`config.mk`:
```
export PLATFORM = sky130hd
export DESIGN_NAME = mldr_queue
export DESIGN_NICKNAME = d
export VERILOG_FILES = /design/src/design/mono_lcd_line_rect_drawer_core_defines.svh /design/src/design/mldr_pkg.sv /design/src/design/mldr_queue.sv
export SDC_FILE = /design/constraint.sdc
export NUM_CORES = 1
export LEC_CHECK = 0
export ABC_AREA = 1
export BUFFER_PORTS_ARGS = -buffer_cell sky130_fd_sc_hd__buf_4
export CORE_MARGIN = 2
export CORE_UTILIZATION = 30
export CTS_CLUSTER_DIAMETER = 120
export DETAILED_ROUTE_END_ITERATION = 8
export GPL_ROUTABILITY_DRIVEN = 0
export PLACE_DENSITY = 0.48
export SYNTH_ARGS = -nofsm -noshare
export SYNTH_HDL_FRONTEND = slang
export SYNTH_SLANG_ARGS = --single-unit
export TNS_END_PERCENT = 10
```
`constraint.sdc`:
```
create_clock -name clk_i -period 3.25 [get_ports clk_i]
set_input_delay 0.325 -clock clk_i [delete_from_list [all_inputs] [get_ports clk_i]]
set_output_delay 0.325 -clock clk_i [all_outputs]
set_load 0.03 [all_outputs]
```
`src/design/mono_lcd_line_rect_drawer_core_defines.svh`:
```
// ----------------------------------------------------------------------------
// Assertion macros for the line and rectangle drawer
// Concurrent checks clocked on clk_i and muted while rst_ni is low.
// ----------------------------------------------------------------------------
`ifndef MONO_LCD_LINE_RECT_DRAWER_CORE_DEFINES_SVH
`define MONO_LCD_LINE_RECT_DRAWER_CORE_DEFINES_SVH
`ifndef ASSERT_OFF
`define MLDR_ASSERT(lbl, prop, msg) \
  lbl: assert property (@(posedge clk_i) disable iff (!rst_ni) prop) else $error(msg);
`define MLDR_ASSERT_NEVER(lbl, cond, msg) \
  lbl: assert property (@(posedge clk_i) disable iff (!rst_ni) !(cond)) else $error(msg);
`else
`define MLDR_ASSERT(lbl, prop, msg)
`define MLDR_ASSERT_NEVER(lbl, cond, msg)
`endif
`endif

```
`src/design/mldr_pkg.sv`:
```
`timescale 1ns / 1ps
// ----------------------------------------------------------------------------
// mldr_pkg
// Shared types, constants and pixel helpers of the line and rectangle drawer.
// ----------------------------------------------------------------------------
package mldr_pkg;

  localparam int unsigned PanelColumns = 120;
  localparam int unsigned PanelPages   = 8;

  // Command codes on the operation field.
  typedef enum logic [1:0] {
    OP_LINE = 2'd0,
    OP_RECT = 2'd1,
    OP_READ = 2'd2
  } op_e;

  // Pixel actions; the unused code acts as off.
  typedef enum logic [1:0] {
    PM_OFF = 2'd0,
    PM_ON  = 2'd1,
    PM_INV = 2'd2
  } pix_mode_e;

  // One classified command as it travels from the front to the back.
  typedef struct packed {
    op_e        op;
    logic [6:0] xs;
    logic [6:0] ys;
    logic [6:0] xe;
    logic [6:0] ye;
    logic [1:0] lm;
    logic [1:0] fm;
    logic [6:0] rcol;
    logic [2:0] rpage;
    logic       rd_ok;
  } cmd_t;

  // Status that the back end reports to the front end.
  typedef struct packed {
    logic clearing;
  } back_status_t;

  // New value of one pixel under a pixel action.
  function automatic logic apply_mode(logic [1:0] mode, logic old);
    logic res;
    case (mode)
      PM_ON:   res = 1'b1;
      PM_INV:  res = ~old;
      default: res = 1'b0;
    endcase
    return res;
  endfunction

endpackage

```
`src/design/mldr_queue.sv`:
```
`timescale 1ns / 1ps
// ----------------------------------------------------------------------------
// mldr_queue
// Two-entry command queue that decouples the front end from the back end.
// ----------------------------------------------------------------------------
module mldr_queue (
  input  logic           clk_i,
  input  logic           rst_ni,
  input  logic           push_i,
  input  mldr_pkg::cmd_t push_data_i,
  output logic           full_o,
  output logic           valid_o,
  output mldr_pkg::cmd_t data_o,
  input  logic           pop_i
);
  import mldr_pkg::*;

  cmd_t       entry_q [2];
  logic       wr_ptr_q;
  logic       rd_ptr_q;
  logic [1:0] count_q;

  assign full_o  = (count_q == 2'd2);
  assign valid_o = (count_q != 2'd0);
  assign data_o  = entry_q[rd_ptr_q];

  // Pointers and fill level.
  always_ff @(posedge clk_i or negedge rst_ni) begin
    if (!rst_ni) begin
      wr_ptr_q <= 1'b0;
      rd_ptr_q <= 1'b0;
      count_q  <= 2'd0;
    end else begin
      if (push_i) wr_ptr_q <= ~wr_ptr_q;
      if (pop_i)  rd_ptr_q <= ~rd_ptr_q;
      case ({push_i, pop_i})
        2'b10:   count_q <= count_q + 2'd1;
        2'b01:   count_q <= count_q - 2'd1;
        default: count_q <= count_q;
      endcase
    end
  end

  // Entry storage.
  always_ff @(posedge clk_i) begin
    if (push_i) entry_q[wr_ptr_q] <= push_data_i;
  end

endmodule

```
### Yosys cells after proc, flatten, opt, wreduce, memory -nomap -nowiden

Memory sizes are Yosys's and may differ from the RTL's.
Cells that the tools add are included.

| cells by class | value |
|---|---|
| add/subtract/negate cells | 2 |
| eq/ne operators | 3 |
| multiplexer cells | 3 |
| bitwise operators | 2 |
| reductions and logical operators | 2 |

Operator list:

| operator | count |
|---|---|
| $eq 2x2->1 const B | 2 |
| $pmux 2 s2 | 1 |
| $reduce_bool 2->1 | 2 |
| $add 2x1->2 const B | 1 |
| $eq 2x1->1 const B | 1 |
| $mux 1 | 2 |
| $not 1->1 | 2 |
| $sub 2x1->2 const B | 1 |

| storage, ports and cells | value |
|---|---|
| flip-flop bits (word level) | 4 |
| RAM bits | 90 |
| bits of input ports | 49 |
| word-level logic and storage cells | 16 |
| memories | 1 |

Memory list:

| name | depth | width | rd ports | clocked after memory_dff | wr ports | RTL line | RTL |
|---|---|---|---|---|---|---|---|
| entry_q | 2 | 45 | 1 | 0 | 1 | mldr_queue.sv:18 | `cmd_t entry_q [2];` |

### Depth between registers and ports, before layout

| depth | value |
|---|---|
| depth in word-level cells | 2 |
| depth in mapped cells | 7 |
| gate-level depth less buffers | 7 |

### Worst setup path before layout

No wires, ideal clock.

| timing | value |
|---|---|
| path type | register to register |
| from | register wr_ptr_q |
| to | memory entry_q[0][0] (netlist bit), enable pin |
| library setup time | 0.449 ns |
| arrival time | 2.302 ns |
| data required time | 2.801 ns |
| path slack | 0.500 ns |
| cell stages (with the launch flop) | 2 |
| path buffers | 0 |
| cell sequence | dfrtp_1 nor2_1 |

RTL lines:

| what | RTL line | RTL |
|---|---|---|
| from (decl) | mldr_queue.sv:19 | `logic wr_ptr_q;` |
| from (signal assigned) | mldr_queue.sv:34 | `if (push_i) wr_ptr_q <= ~wr_ptr_q;` |
| to (decl) | mldr_queue.sv:18 |  |

No word-level cell before the write port.

==> results.py <==
metrics = {
    "run_status": {
        "outcome": "finished with violations",
        "violations": "DRC",
    },
    "global_route": {
        "grt_pass1_wl_mm": 9.811,
        "antenna_found_initial": 0,
        "grt_max_degree": 49,
        "grt-ovfl-total": 0,
        "gr-usage-all-layers_pct": 10.31,
        "grt_pass1_vias": 1999,
    },
    "layout": {
        "n_antenna_cell": 0,
        "regArea_um2": 2804,
        "finalCoreUtilization_pct": 40.50,
        "layout_commonest_cell": "buf_4",
        "fillCellCount": 1123,
        "areaGrowthSynthToFinish_pct": 30.26,
        "multi_input_area_um2": 481.7,
        "design_area_um2": 4664,
        "nets": 408,
        "layout-drive-gt1-share_pct": 31.40,
        "layout_common_cells": "buf_4 (96), edfxtp_1 (90), nand2_1 (51)",
    },
    "timing": {
        "hold_viol_final": 0,
        "rsz0062_at_grt": "no",
        "finalSetupTns_ps": 0,
        "finalMaxSlewViolations": 0,
        "finalSetupViolCount": 0,
        "finClkSkew_ps": 3.214,
        "final.min_clock_period_ps": 2250,
        "period_share_pct": 69.24,
        "worstMarginPinSlew_ps": 1041,
        "clock.fmax_ghz": 0.4444,
        "max-slew-margin-rel_pct": 30.57,
        "timing.hold.ws_ps": 174.2,
    },
    "cts": {
        "cts_resized": 0,
        "clk_path_buf_depth": 2,
        "htreeDepth": 3,
        "cts-buffers-inserted": 9,
        "hold_buffers": 1,
        "cts_setup_buffers": 0,
        "clk_pin_slew_ps": 60,
        "cts_tree": "yes",
        "cts_sinks": 94,
        "root_buffer": "clkbuf_16",
        "clk-insertion-delay-late_ps": 330,
    },
    "min_path": {
        "hold_class": "in2reg",
    },
    "synthesis": {
        "synthesis.area_um2": 3581,
        "seq_area_frac_synth_pct": 78.27,
        "syn_nets": 309,
        "syn_inst": 259,
        "syn_area_per_cell_um2": 13.83,
        "ys_types": 12,
        "ys_seq_elements": 94,
        "yosys_warnings": 0,
    },
    "route": {
        "wl_per_cell_um": 12.21,
        "drc": 6,
        "first_pass_iters": 6,
        "ant_nets": 0,
        "viasPerCell": 4.093,
        "wl_mm": 6.180,
        "drt_iter0_markers": 95,
        "vias": 2071,
    },
    "power_and_ir_drop": {
        "power_leakage_nw": 1.975,
        "power_density_nw_per_um2": 934.2,
        "vdd_drop_max_uv": 528.9,
        "p_total_mw": 4.358,
    },
    "floorplanning": {
        "dieHeight_um": 113.3,
        "num_rows": 39,
        "die_area_um2": 12830,
        "start_util_pct": 31.10,
        "dieWidth_um": 113.3,
        "core_um2": 11520,
        "ioPinCount": 96,
    },
    "setup_path": {
        "cp.arrival_ps": 1930,
        "critPathKind": "reg2out",
        "critPathMaxFanout": 48,
        "reg2reg_depth": 2,
        "end_kind": "output pin",
        "r2r_start": "wr_ptr_q",
        "rr_endpoint": "entry_q[1][12]",
        "rrSetupSlack_ps": 1580,
        "critPathLaunchType": "flop",
        "worstSetupEndpoint": "data_o[29]",
        "worstSetupStartpoint": "rd_ptr_q",
        "crit_required_ps": 2920,
    },
    "flow_run": {
        "cap_viol_max_count": 0,
    },
    "placed_design": {
        "hpwl_mm": 3.994,
        "place_area_um2": 4397,
        "port_buffers": 95,
    },
}
[kinds of logic after synthesis]
logic type / after synthesis / synth area share, %
compound gates: 45 / 6.289
xor+xnor: 3 / 0.7339
fa+ha+maj: 1 / 0.3494
buf+inv: 61 / 8.491
flops: 94 / 78.27
simple gates: 55 / 5.870
[synth_stat cells]
master,number,area share (%)
ha_1,1,0.35
nor2_1,2,0.21
o21ai_1,45,6.3
dfrtp_1,4,2.8
nand3_1,1,0.14
xnor2_1,1,0.24
inv_1,51,5.3
nand2_1,51,5.3
buf_6,10,3.1
edfxtp_1,90,75
nand4_1,1,0.17
xor2_1,2,0.49
[layer usage]
layer | vias to the layer above | wire, µm | global-route usage [%]
met5 | - | 0 | 0
met4 | 0 | 109 | 5.285
met2 | 63 | 2986 | 15.77
met1 | 935 | 2551 | 12.13
li1 | 1064 | - | -
met3 | 9 | 532 | 4.928
[final cells by class]
type	count	area share, %
inverters	51	4.104
well taps	143	3.836
flip-flops and latches	94	60.11
clock buffers	10	4.909
multi-input cells	104	10.33
clock inverters	6	0.6170
repair buffers	98	16.09
[flip-flops by register name (all words and copies together), names as in the netlist]
register  cells
rd_ptr_q      1
entry_q      90
wr_ptr_q      1
count_q       2
[power breakdown]
group / internal, mW / total [mW] / switching (mW)
sequential: 1.61 / 1.76 / 0.143
clock: 0.508 / 0.908 / 0.399
combinational: 0.579 / 1.69 / 1.11
total: 2.70 / 4.36 / 1.66
[worst min path at each step]
stage	slack (ps)	cells past startpoint	end	from
6_report	170	1	entry_q[1][9]	push_data_i[9]
3_3_place_gp	130	1	wr_ptr_q	rst_ni
5_1_grt	150	1	entry_q[0][34]	push_data_i[34]
3_5_place_dp	130	1	wr_ptr_q	rst_ni
4_1_cts	160	1	entry_q[0][39]	push_data_i[39]
2_1_floorplan	30	0	count_q[0]	rst_ni
[per-stage QoR]
step	std cells	worst slack (ps)
2_1_floorplan	259	499.6
3_3_place_gp	489	1351
3_5_place_dp	489	1321
4_1_cts	506	953.0
5_1_grt	506	826.2
6_report	506	999.6
[worst max-delay path, cell delays in order, from the launching register on]
cell	delay (ps)
dfrtp_2	850
buf_12	300
nand2_1	80
o21ai_1	130
buf_4	200
No activity file was read; power rests on OpenSTA's default activity.
